==> src/hw/rtl/glu_pkg.sv <==
package glu_pkg;

	// operand width the arithmetic runs at (8 to 32)
	localparam int OPERAND_WIDTH = 32;
	localparam int CNT_W         = $clog2(OPERAND_WIDTH);
	localparam int ALU_W         = OPERAND_WIDTH + 1;
	localparam int PROD_W        = 2 * OPERAND_WIDTH;

	// fixed field widths on the stream ports
	localparam int IN_FIELD_W  = 32;
	localparam int GCD_W       = 32;
	localparam int LCM_W       = 63;
	localparam int IN_TDATA_W  = 2 * IN_FIELD_W;
	localparam int OUT_TDATA_W = GCD_W + LCM_W + 1;

	typedef enum logic [3:0] {
		ST_IDLE,
		ST_CHECK,
		ST_TWOS,
		ST_REDUCE,
		ST_SCALE,
		ST_DIV_INIT,
		ST_DIV,
		ST_MUL_INIT,
		ST_MUL,
		ST_DONE
	} seq_state_t;

	typedef enum logic [3:0] {
		OP_HOLD,
		OP_LOAD,
		OP_ZERO,
		OP_TWOS,
		OP_REDUCE,
		OP_SCALE,
		OP_DIV_INIT,
		OP_DIV,
		OP_MUL_INIT,
		OP_MUL,
		OP_EMIT
	} dp_op_t;

	typedef struct packed {
		logic op_zero;
		logic both_even;
		logic y_zero;
		logic k_zero;
		logic cnt_last;
	} dp_status_t;

	typedef struct packed {
		logic [ALU_W-1:0] opa;
		logic [ALU_W-1:0] opb;
		logic             sub;
	} alu_req_t;

endpackage

==> src/hw/rtl/glu_alu.sv <==
module glu_alu
	import glu_pkg::*;
(
	input  alu_req_t         req,
	output logic [ALU_W:0]   res
);

	// top bit is the borrow on subtract, the carry on add
	always_comb begin
		if (req.sub) begin
			res = {1'b0, req.opa} - {1'b0, req.opb};
		end else begin
			res = {1'b0, req.opa} + {1'b0, req.opb};
		end
	end

endmodule

==> src/hw/rtl/glu_dpath.sv <==
module glu_dpath
	import glu_pkg::*;
(
	input  logic                     clk,
	input  logic                     arst_n,
	input  dp_op_t                   op,
	input  logic [OPERAND_WIDTH-1:0] first_raw,
	input  logic [OPERAND_WIDTH-1:0] second_raw,
	output dp_status_t               status,
	output logic [OPERAND_WIDTH-1:0] gcd,
	output logic [PROD_W-1:0]        prod
);

	logic [OPERAND_WIDTH-1:0] a_q, b_q, x_q, y_q;
	logic [CNT_W-1:0]         k_q, cnt_q;
	logic [PROD_W-1:0]        acc_q;
	logic [OPERAND_WIDTH-1:0] first_mag, second_mag;
	alu_req_t                 alu_req;
	logic [ALU_W:0]           alu_res;
	logic                     borrow;

	function automatic logic [OPERAND_WIDTH-1:0] magnitude(input logic [OPERAND_WIDTH-1:0] v);
		logic [OPERAND_WIDTH-1:0] m;
		m = v[OPERAND_WIDTH-1] ? (~v + 1'b1) : v;
		return m;
	endfunction

	assign first_mag  = magnitude(first_raw);
	assign second_mag = magnitude(second_raw);

	// operand select for the shared adder
	always_comb begin
		alu_req = '0;
		case (op)
			OP_REDUCE: begin
				alu_req.opa = {1'b0, y_q};
				alu_req.opb = {1'b0, x_q};
				alu_req.sub = 1'b1;
			end
			OP_DIV: begin
				alu_req.opa = acc_q[PROD_W-1:OPERAND_WIDTH-1];
				alu_req.opb = {1'b0, x_q};
				alu_req.sub = 1'b1;
			end
			OP_MUL: begin
				alu_req.opa = {1'b0, acc_q[PROD_W-1:OPERAND_WIDTH]};
				alu_req.opb = acc_q[0] ? {1'b0, b_q} : '0;
				alu_req.sub = 1'b0;
			end
			default: begin
				alu_req = '0;
			end
		endcase
	end

	glu_alu u_alu (
		.req (alu_req),
		.res (alu_res)
	);

	assign borrow = alu_res[ALU_W];

	always_ff @(posedge clk or negedge arst_n) begin
		if (!arst_n) begin
			k_q   <= '0;
			cnt_q <= '0;
		end else begin
			case (op)
				OP_LOAD:     k_q   <= '0;
				OP_TWOS:     k_q   <= k_q + 1'b1;
				OP_SCALE:    k_q   <= k_q - 1'b1;
				OP_DIV_INIT: cnt_q <= '0;
				OP_MUL_INIT: cnt_q <= '0;
				OP_DIV:      cnt_q <= cnt_q + 1'b1;
				OP_MUL:      cnt_q <= cnt_q + 1'b1;
				default: begin
				end
			endcase
		end
	end

	always_ff @(posedge clk) begin
		case (op)
			OP_LOAD: begin
				a_q <= first_mag;
				b_q <= second_mag;
				x_q <= first_mag;
				y_q <= second_mag;
			end
			OP_ZERO: begin
				x_q   <= x_q | y_q;
				acc_q <= '0;
			end
			OP_TWOS: begin
				x_q <= x_q >> 1;
				y_q <= y_q >> 1;
			end
			OP_REDUCE: begin
				// shift out factors of two, else swap or subtract
				if (!x_q[0]) begin
					x_q <= x_q >> 1;
				end else if (!y_q[0]) begin
					y_q <= y_q >> 1;
				end else if (borrow) begin
					x_q <= y_q;
					y_q <= x_q;
				end else begin
					y_q <= alu_res[OPERAND_WIDTH-1:0];
				end
			end
			OP_SCALE: begin
				x_q <= x_q << 1;
			end
			OP_DIV_INIT: begin
				acc_q <= {{OPERAND_WIDTH{1'b0}}, a_q};
			end
			OP_DIV: begin
				// restoring step: remainder high, dividend shifting into quotient low
				if (!borrow) begin
					acc_q <= {alu_res[OPERAND_WIDTH-1:0], acc_q[OPERAND_WIDTH-2:0], 1'b1};
				end else begin
					acc_q <= {acc_q[PROD_W-2:0], 1'b0};
				end
			end
			OP_MUL_INIT: begin
				acc_q <= {{OPERAND_WIDTH{1'b0}}, acc_q[OPERAND_WIDTH-1:0]};
			end
			OP_MUL: begin
				acc_q <= {alu_res[OPERAND_WIDTH:0], acc_q[OPERAND_WIDTH-1:1]};
			end
			default: begin
			end
		endcase
	end

	assign status.op_zero   = (x_q == '0) || (y_q == '0);
	assign status.both_even = !x_q[0] && !y_q[0];
	assign status.y_zero    = (y_q == '0);
	assign status.k_zero    = (k_q == '0);
	assign status.cnt_last  = (cnt_q == CNT_W'(OPERAND_WIDTH - 1));

	assign gcd  = x_q;
	assign prod = acc_q;

endmodule

==> src/hw/rtl/glu_seq.sv <==
module glu_seq
	import glu_pkg::*;
(
	input  logic       clk,
	input  logic       arst_n,
	input  logic       in_valid,
	input  logic       out_free,
	input  dp_status_t status,
	output logic       in_ready,
	output dp_op_t     op
);

	seq_state_t state_q, state_d;

	always_ff @(posedge clk or negedge arst_n) begin
		if (!arst_n) begin
			state_q <= ST_IDLE;
		end else begin
			state_q <= state_d;
		end
	end

	always_comb begin
		state_d = state_q;
		case (state_q)
			ST_IDLE:     if (in_valid) state_d = ST_CHECK;
			ST_CHECK:    state_d = status.op_zero ? ST_DONE : ST_TWOS;
			ST_TWOS:     if (!status.both_even) state_d = ST_REDUCE;
			ST_REDUCE:   if (status.y_zero) state_d = ST_SCALE;
			ST_SCALE:    if (status.k_zero) state_d = ST_DIV_INIT;
			ST_DIV_INIT: state_d = ST_DIV;
			ST_DIV:      if (status.cnt_last) state_d = ST_MUL_INIT;
			ST_MUL_INIT: state_d = ST_MUL;
			ST_MUL:      if (status.cnt_last) state_d = ST_DONE;
			ST_DONE:     if (out_free) state_d = ST_IDLE;
			default:     state_d = ST_IDLE;
		endcase
	end

	always_comb begin
		op       = OP_HOLD;
		in_ready = 1'b0;
		case (state_q)
			ST_IDLE: begin
				in_ready = 1'b1;
				if (in_valid) op = OP_LOAD;
			end
			ST_CHECK:    if (status.op_zero) op = OP_ZERO;
			ST_TWOS:     if (status.both_even) op = OP_TWOS;
			ST_REDUCE:   if (!status.y_zero) op = OP_REDUCE;
			ST_SCALE:    if (!status.k_zero) op = OP_SCALE;
			ST_DIV_INIT: op = OP_DIV_INIT;
			ST_DIV:      op = OP_DIV;
			ST_MUL_INIT: op = OP_MUL_INIT;
			ST_MUL:      op = OP_MUL;
			ST_DONE:     if (out_free) op = OP_EMIT;
			default:     op = OP_HOLD;
		endcase
	end

endmodule

==> src/hw/rtl/gcd_lcm_unit.sv <==
// channel  dir  tdata fields (lowest bit up)                   transfer
// s_*      in   first_value[31:0], second_value[63:32]          one operand pair
// m_*      out  gcd_value[31:0], lcm_value[94:32], lcm_too_big[95]  one result
//
// one transfer in gives one transfer out; W is the operand width
// an item runs through load, check, the binary gcd loop (strip common twos,
// shift/subtract/swap steps, rescale), divide, multiply and emit; one shared
// adder/subtractor does the subtract, divide and multiply steps, so s_tready
// is high only in idle; a zero operand skips the arithmetic and goes from the
// check straight to the done state
// reset clears the sequencer and the output valid; a stalled m_tready holds the
// result in the output register while the next pair is already accepted
module gcd_lcm_unit
	import glu_pkg::*;
(
	input  logic                   clk,
	input  logic                   arst_n,
	input  logic                   s_tvalid,
	output logic                   s_tready,
	input  logic [IN_TDATA_W-1:0]  s_tdata,   // first_value, second_value
	output logic                   m_tvalid,
	input  logic                   m_tready,
	output logic [OUT_TDATA_W-1:0] m_tdata    // gcd_value, lcm_value, lcm_too_big
);

	dp_op_t                   op;
	dp_status_t               status;
	logic                     out_free;
	logic [OPERAND_WIDTH-1:0] gcd;
	logic [PROD_W-1:0]        prod;
	logic                     too_big;
	logic                     m_tvalid_q;
	logic [OUT_TDATA_W-1:0]   m_tdata_q;

	// output register is free when empty or being drained this cycle
	assign out_free = !m_tvalid_q || m_tready;

	glu_seq u_seq (
		.clk      (clk),
		.arst_n   (arst_n),
		.in_valid (s_tvalid),
		.out_free (out_free),
		.status   (status),
		.in_ready (s_tready),
		.op       (op)
	);

	// bits above the operand width are ignored, top operand bit is the sign
	glu_dpath u_dpath (
		.clk        (clk),
		.arst_n     (arst_n),
		.op         (op),
		.first_raw  (s_tdata[OPERAND_WIDTH-1:0]),
		.second_raw (s_tdata[IN_FIELD_W+OPERAND_WIDTH-1:IN_FIELD_W]),
		.status     (status),
		.gcd        (gcd),
		.prod       (prod)
	);

	// lcm exceeds the signed range when anything at or above bit W-1 is set
	assign too_big = |prod[PROD_W-1:OPERAND_WIDTH-1];

	always_ff @(posedge clk or negedge arst_n) begin
		if (!arst_n) begin
			m_tvalid_q <= 1'b0;
		end else if (op == OP_EMIT) begin
			m_tvalid_q <= 1'b1;
		end else if (m_tready) begin
			m_tvalid_q <= 1'b0;
		end
	end

	always_ff @(posedge clk) begin
		if (op == OP_EMIT) begin
			m_tdata_q <= {too_big, LCM_W'(prod[PROD_W-2:0]), GCD_W'(gcd)};
		end
	end

	assign m_tvalid = m_tvalid_q;
	assign m_tdata  = m_tdata_q;

endmodule
==> config.mk <==
export PLATFORM = sky130hd
export DESIGN_NAME = gcd_lcm_unit
export DESIGN_NICKNAME = d
export VERILOG_FILES = /design/src/hw/rtl/glu_pkg.sv /design/src/hw/rtl/glu_alu.sv /design/src/hw/rtl/glu_dpath.sv /design/src/hw/rtl/glu_seq.sv /design/src/hw/rtl/gcd_lcm_unit.sv
export SDC_FILE = /design/constraint.sdc
export NUM_CORES = 1
export LEC_CHECK = 0
export BUFFER_PORTS_ARGS = -buffer_cell sky130_fd_sc_hd__buf_4
export CAP_MARGIN = 30
export CORE_UTILIZATION = 45
export DETAILED_ROUTE_END_ITERATION = 6
export GPL_TIMING_DRIVEN = 0
export PLACE_DENSITY_LB_ADDON = 0.08
export SLEW_MARGIN = 25
export SYNTH_ARGS = -nofsm -noshare
export SYNTH_HDL_FRONTEND = slang
export SYNTH_SLANG_ARGS = --single-unit
==> constraint.sdc <==
create_clock -name clk -period 8 [get_ports clk]
set_input_delay 1.2 -clock clk [delete_from_list [all_inputs] [get_ports clk]]
set_output_delay 1.2 -clock clk [all_outputs]
set_load 0.01 [all_outputs]
==> metrics, run 1 <==
outcome finished with violations; violated checks design-rule violations; Max clock buf depth 3; Post-Route Utilization 0.5499; Worst setup EP type flip-flop; proportion of layout cells with a drive suffix above 1 0.1679; number of max-capacitance violations reported 0; count of synthesis-stage warnings from yosys 0; Cells after Synth 1,727; total congestion overflow 0; critical-path cell with the highest stage delay edfxtp_1; average detailed-routed wire length per instance 29.57 um; Highest Clock Rate 128.0 MHz; number of synthesized register bits 303; worst-path maximum fanout 10; post-layout total power 11.26 mW; number of enable flip-flop cells after synthesis 288; Horiz. Die Dim 201.6 um; remaining antenna violation count 0; first element of the critical path u_dpath.y_q[25]; total DRC errors in the routed layout 95; pin slew with the least headroom to its limit 955.0 ps; Leak Pwr 7.856 nW; portion of the post-synthesis area used by sequential elements 0.5033; CTS clock-pin slew for the worst setup and hold paths 60 ps; global-route wire length before repair 105,800 um; Layout area overhead 19.64%; clock tree skew after final layout 22.95 ps; TritonCTS Buffers 35; endpoint of the worst register-to-register path u_dpath.prod[49]; largest net degree at the start of global routing 34; register-to-register setup slack 190 ps; pins over their slew limit 0; worst hold slack 476.7 ps; number of top-level design ports 166; CP Data Required Time 8260 ps; critical hold path startpoint u_dpath.gcd[8]; smallest setup slack after layout 188.9 ps; largest stage delay on the critical path 510 ps; clock root buffer clkbuf_16; number of DRC markers after the initial detailed-route iteration 2,528; setup violators final 0; nets in the synthesized netlist 1,839; Final GP Congestion 1.035; synthesized area per cell 10.38 um2; Initial DRT Pass Iterations 7; via count normalized by instance count 6.687; IO buf count 165; placement row count 72; data arrival at the endpoint of the critical path 8070 ps; ys async rst share 0.04950; core outline area 39,010 um2; path depth of the worst reg2reg path 28; power density over the cells 524.9 nW/um2; DIE HEIGHT 201.6 um; Hold/Removal Path Class reg2reg; detailed placement HPWL 56,440 um; placement-stage worst setup slack -1553 ps; startpoint-to-endpoint class of the critical path reg2reg; total number of H-tree levels 2; clock insertion delay at the later pin of the skew report 560 ps; Final Net Count 2,062; Critical Path Source Type flip-flop; Final Hold Fails 0; crit path capture u_dpath.prod[49]; post-synthesis instance area 17,930 um2; launch instance of the worst register-to-register path u_dpath.y_q[25]; effective utilization at floorplan 0.4596; vias after detailed routing 16,720; worst vdd ir 0.7068 mV; number of distinct library cells after synthesis 92; Design Area, Final 21,450 um2; shortest period the worst path allows 7811 ps; die outline area 40,650 um2; number of antenna violations at the first check in global routing 5; Top FF cell, synth edfxtp_1; final clock period utilization by the worst path 0.9764; tightest slew margin relative to the limit 0.3566; aggregate global-route resource usage 0.3597; number of global-route vias before repair 15,450; routed wire length 73,920 um; area of placed instances 20,070 um2; TritonCTS Sinks 303; CTS tree yes
-- worst min path at each step --
| stage | to | depth (start not counted) |
|---|---|---|
| final | m_tdata[8] | 0 |
| after detailed placement | m_tdata[8] | 0 |
| after global placement | m_tdata[8] | 0 |
| after global routing | u_dpath.k_q[0] | 1 |
| after CTS | u_dpath.cnt_q[2] | 1 |
| after floorplan | m_tdata[8] | 0 |
-- stage by stage --
| stage | TNS (ps) | instances |
|---|---|---|
| finish | 0 | 2500 |
| CTS | 0 | 2490 |
| detailed placement | -96850 | 2421 |
| floorplan | 0 | 1727 |
| global placement | -176670 | 2410 |
| global route | -164.0 | 2495 |
-- synthesized netlist by cell type, types with 5 or more instances --
cell	n	share of area
edfxtp_1	288	0.48
nand2_1	200	0.042
o21ai_0	114	0.032
nor2_1	105	0.022
clkbuf_1	79	0.017
a21oi_1	73	0.020
xnor2_1	71	0.035
a222oi_1	59	0.033
inv_1	59	0.012
a22oi_1	46	0.019
a31oi_1	46	0.016
ha_1	42	0.029
nand2b_1	32	0.011
nor3_1	30	0.0084
nor4_1	30	0.010
o22ai_1	28	0.0098
nand3_1	27	0.0075
a221o_1	23	0.013
a21boi_0	21	0.0088
buf_2	21	0.0059
o31ai_1	20	0.0084
or3_1	17	0.0059
a221oi_1	16	0.0078
dfrtp_1	15	0.021
o21ai_1	14	0.0039
xor2_1	14	0.0068
and3_1	13	0.0045
o211ai_1	13	0.0054
a211oi_1	12	0.0050
a21o_1	12	0.0050
or2_2	12	0.0042
o21a_1	11	0.0046
or4_1	11	0.0046
and2_1	10	0.0035
mux2i_1	10	0.0056
nand4_1	9	0.0031
a41oi_1	6	0.0029
buf_1	6	0.0013
nor2b_1	6	0.0021
o41ai_1	6	0.0029
a31o_2	5	0.0024
o41ai_2	5	0.0045
-- layout by cell type (no fill, tap or decap), types with 11 or more instances in the layout --
cell / count
buf_2: 21
nand2b_1: 32
edfxtp_1: 288
or3_1: 17
a22oi_1: 46
xor2_1: 14
nand2_1: 200
buf_4: 178
ha_1: 41
or2_2: 12
clkbuf_16: 36
o31ai_1: 20
clkbuf_1: 79
inv_1: 58
a221oi_1: 15
o21ai_0: 113
a222oi_1: 59
a21o_1: 12
o22ai_1: 27
a21boi_0: 20
nand3_1: 27
o21ai_1: 14
nor3_1: 28
a31oi_1: 46
a21oi_1: 72
a221o_1: 23
o21a_1: 11
nor4_1: 29
o211ai_1: 13
and3_1: 13
a211oi_1: 11
nor2_1: 105
dfrtp_1: 15
xnor2_1: 71
-- flip-flops by register name, indices dropped and copies added, names as in the netlist --
| register | cells |
|---|---|
| m_tdata | 96 |
| m_tvalid | 1 |
| u_dpath.a_q | 32 |
| u_dpath.b_q | 32 |
| u_dpath.cnt_q | 5 |
| u_dpath.gcd | 32 |
| u_dpath.k_q | 5 |
| u_dpath.prod | 64 |
| u_dpath.y_q | 32 |
| u_seq.state_q | 4 |
-- logic make-up (layout without fill, tap and decap cells) --
kind of cell	count (synthesis)	count (layout)	share of synthesized area
multiplexers	11	11	0.006211
AND/OR/NAND/NOR	530	530	0.1438
XOR/XNOR	85	85	0.04152
other	0	5	0
flip-flops	303	303	0.5033
AO/OA/AOI/OAI	585	585	0.2359
buffers and inverters	169	419	0.03775
adder cells (fa/ha/maj)	44	44	0.03154
-- report_power, final --
part | internal (mW) | leakage [nW] | switching, mW
logic | 2.11 | 4.42 | 4.11
registers | 2.46 | 2.86 | 0.881
clock network | 1.00 | 0.575 | 0.696
-- layer usage --
| layer | part of all wire | vias up | global-route usage |
|---|---|---|---|
| li1 | - | 7252 | - |
| met1 | 0.40 | 8117 | 0.4887 |
| met2 | 0.43 | 1133 | 0.5261 |
| met3 | 0.12 | 216 | 0.1012 |
| met4 | 0.052 | 0 | 0.1764 |
| met5 | 0 | - | 0 |
-- worst max-delay path, delay by kind of cell (launching register included) --
family | cells | cell delay [ps]
AND/OR/NAND/NOR | 11 | 2410
adder cells (fa/ha/maj) | 2 | 660
flip-flops | 1 | 510
buffers and inverters | 6 | 1610
AO/OA/AOI/OAI | 9 | 2330
-- area by class of cell --
cell class	instances	area [um2]
diodes	5	12.51
plain buffers	109	465.4
clock buffers	42	933.4
clock inverters	22	259.0
fillers	3437	17560
inverters	59	224.0
multi-input cells	1255	8359
flip-flops and latches	303	9024
well taps	518	648.1
repair buffers	187	1525
-- timing repair --
| action | CTS | global route |
|---|---|---|
| pin swaps | 4 | 3 |
| hold buffers | 0 | 0 |
| setup buffers | 6 | 4 |
| gates resized for setup | 11 | 11 |
| endpoints found under the setup margin | 96 | 83 |
(Power assumes the default switching activity.)
==> run 2, diff against run 1 <==
--- a/config.mk
+++ b/config.mk
@@ -5,6 +5,7 @@
 export SDC_FILE = /design/constraint.sdc
 export NUM_CORES = 1
 export LEC_CHECK = 0
+export ABC_CLOCK_PERIOD_IN_PS = 6770
 export BUFFER_PORTS_ARGS = -buffer_cell sky130_fd_sc_hd__buf_4
 export CAP_MARGIN = 30
 export CORE_UTILIZATION = 45
==> constraint.sdc (replaced) <==
create_clock -name clk -period 6.77 [get_ports clk]
set_input_delay 1.0155 -clock clk [delete_from_list [all_inputs] [get_ports clk]]
set_output_delay 1.0155 -clock clk [all_outputs]
set_load 0.01 [all_outputs]
==> run 2 against run 1 <==
Compared with the run above:
- the run still ends with design-rule violations left
- global-route usage increased by 0.96 points
- count of clock-buffer cells in the layout is 3 higher
- first-iteration DRC count down 0.44%
- routed wire length rose by 3.5%
- register-to-register slack worse by 110 ps
- critical path type unchanged
==> metrics, run 2 (synthesis gave the netlist of run 1 again) <==
die outline area 40,650 um2 (unchanged); Layout area overhead 24.70%; final clock period utilization by the worst path 0.9884 (+0.01197); remaining antenna violation count 0 (unchanged); tightest slew margin relative to the limit 0.2696 (-0.08699); total number of H-tree levels 2 (unchanged); area of placed instances 20,090 um2 (+0.13%); pins over their slew limit 0 (unchanged); vias after detailed routing 17,080 (+2.2%); Final GP Congestion 0.9693 (-6.4%); total DRC errors in the routed layout 9 (-91%); CP Data Required Time 7050 ps (-1210 ps); fill cell count 3,406 (-0.90%); via count normalized by instance count 6.690 (about the same); placement row count 72 (unchanged); effective utilization at floorplan 0.4596 (unchanged); Worst setup EP type flip-flop; worst-path maximum fanout 10 (unchanged); IO buf count 165 (unchanged); register-to-register setup slack 80 ps (-110 ps); power density over the cells 640.6 nW/um2 (+22%); aggregate global-route resource usage 0.3693 (+0.009600); global-route wire length before repair 108,800 um (+2.9%); startpoint-to-endpoint class of the critical path reg2reg; met2 wirelength from detailed routing 32,660 um (+3.8%); flip-flop count of the largest register after layout 96 (unchanged); core outline area 39,010 um2 (unchanged); Critical Path Source Type flip-flop; Post-Route Setup TNS 0 ps (unchanged); post-layout total power 14.32 mW (+27%); Horiz. Die Dim 201.6 um (unchanged); number of max-capacitance violations reported 0 (unchanged); setup violators final 0 (unchanged); worst vdd ir 0.6476 mV (-8.4%); max layer used met5; TritonCTS Buffers 37 (+5.7%); Hold/Removal Path Class in2async; TritonCTS Sinks 303 (unchanged); data arrival at the endpoint of the critical path 6980 ps (-1090 ps); CTS clock-pin slew for the worst setup and hold paths 60 ps (about the same); clock insertion delay at the later pin of the skew report 570 ps (about the same); Highest Clock Rate 149.5 MHz (+17%); Final Hold Fails 0 (unchanged); routed wire length on met3 9382 um (+5.6%); Final Net Count 2,115 (+2.6%); violated checks design-rule violations; Design Area, Final 22,360 um2 (+4.2%); number of global-route vias before repair 15,900 (+2.9%); number of antenna violations at the first check in global routing 7 (+2); proportion of layout cells with a drive suffix above 1 0.2123 (+0.04438); clock root buffer clkbuf_16; most frequent cells in the layout edfxtp_1 (288), buf_4 (226), nand2_1 (199); total congestion overflow 0 (unchanged); DRT met1 WL 30,580 um (+2.8%); most common library cell in the layout ignoring fill and taps edfxtp_1; detailed placement HPWL 57,750 um (+2.3%); average detailed-routed wire length per instance 29.96 um (+1.3%); Leak Pwr 8.248 nW (+5.0%); CTS tree yes; worst hold slack 302.4 ps (-174.3 ps); routed wire length 76,480 um (+3.5%); DIE HEIGHT 201.6 um (unchanged); pin slew with the least headroom to its limit 1084 ps (+129.1 ps); number of DRC markers after the initial detailed-route iteration 2,517 (-0.44%); quantity of hold-fixing buffers added after cts 0 (unchanged); Initial DRT Pass Iterations 7 (unchanged); outcome finished with violations; clock tree skew after final layout 19.40 ps (-3.546 ps); shortest period the worst path allows 6691 ps (-1120 ps); number of top-level design ports 166 (unchanged); largest net degree at the start of global routing 34 (unchanged); Max clock buf depth 3 (unchanged)
==> run 2: changes by cell type in the layout (fill, tap and decap cells not counted), moves of 4 or more <==
cell	delta
buf_4	+48
nand2b_1	-4
a21oi_1	-4
buf_8	+5
buf_2	-5
clkbuf_1	-5
buf_6	+8
==> run 2: critical path, stage by stage (launching register included) <==
cell	delay (ps)
edfxtp_1	580
nor4_1	320
nand4_1	240
o2111ai_4	310
nand2_4	110
buf_2	260
a22oi_1	280
ha_2	250
and2_4	170
nand4_1	110
buf_6	170
nor3_4	280
nand2_1	120
a31oi_2	220
a211oi_2	70
buf_4	170
ha_1	330
nand3_4	150
o221ai_4	160
a2111oi_4	320
o22ai_2	140
or3_4	390
a41oi_4	290
buf_8	150
buf_8	150
nand2_1	100
a21boi_4	330
clkbuf_16	220
==> run 2: what timing repair did <==
action / in CTS / in global routing
setup buffers: 21 / 40
endpoints found under the setup margin: 96 / 96
gates resized for setup: 59 / 62
gates cloned: 0 / 2
pin swaps: 14 / 24
==> run 2: layout make-up <==
type / count / area (um2) / share of cell area
Buffer: 106 / 516.7 / 0.02311
Timing Repair Buffer: 241 / 1969 / 0.08808
Tap cell: 518 / 648.1 / 0.02899
Multi-Input combinational cell: 1255 / 8743 / 0.3910
Clock buffer: 45 / 965.9 / 0.04320
Sequential cell: 303 / 9024 / 0.4036
Inverter: 59 / 227.7 / 0.01018
Clock inverter: 21 / 251.5 / 0.01125
Antenna cell: 5 / 12.51 / 0.0005596
==> run 2: per-layer routing <==
metal | track usage | vias to the layer above
li1 | - | 7345
met1 | 0.5096 | 8329
met2 | 0.5425 | 1182
met3 | 0.09491 | 219
met4 | 0.1707 | 4
met5 | 0 | -
==> run 2: final timing paths <==
path                                startpoint          endpoint  depth (start not counted)
min in group clk                u_dpath.gcd[8]        m_tdata[8]                          0
worst max register to register  u_dpath.y_q[9]    u_dpath.gcd[9]                         27
max in group asynchronous               arst_n  u_seq.state_q[0]                          1
worst min register to register  u_dpath.gcd[8]        m_tdata[8]                          0
worst min-delay path                    arst_n          m_tvalid                          1
worst max-delay path            u_dpath.y_q[9]    u_dpath.gcd[9]                         27
==> run 2: per-stage QoR <==
step	std cells	worst slack (ps)	utilization
floorplan	1727	58.40	-
global placement	2410	-3288	0.5084
detailed placement	2422	-2668	0.5151
CTS	2507	-12.32	0.5572
global route	2548	-45.81	0.5729
finish	2553	78.79	0.5732
==> run 2: report_power, final <==
group | switching [mW] | internal [mW] | leakage (nW)
logic | 5.31 | 3.07 | 4.80
clock network | 0.846 | 1.18 | 0.585
registers | 1.00 | 2.91 | 2.86
total | 7.16 | 7.16 | 8.25
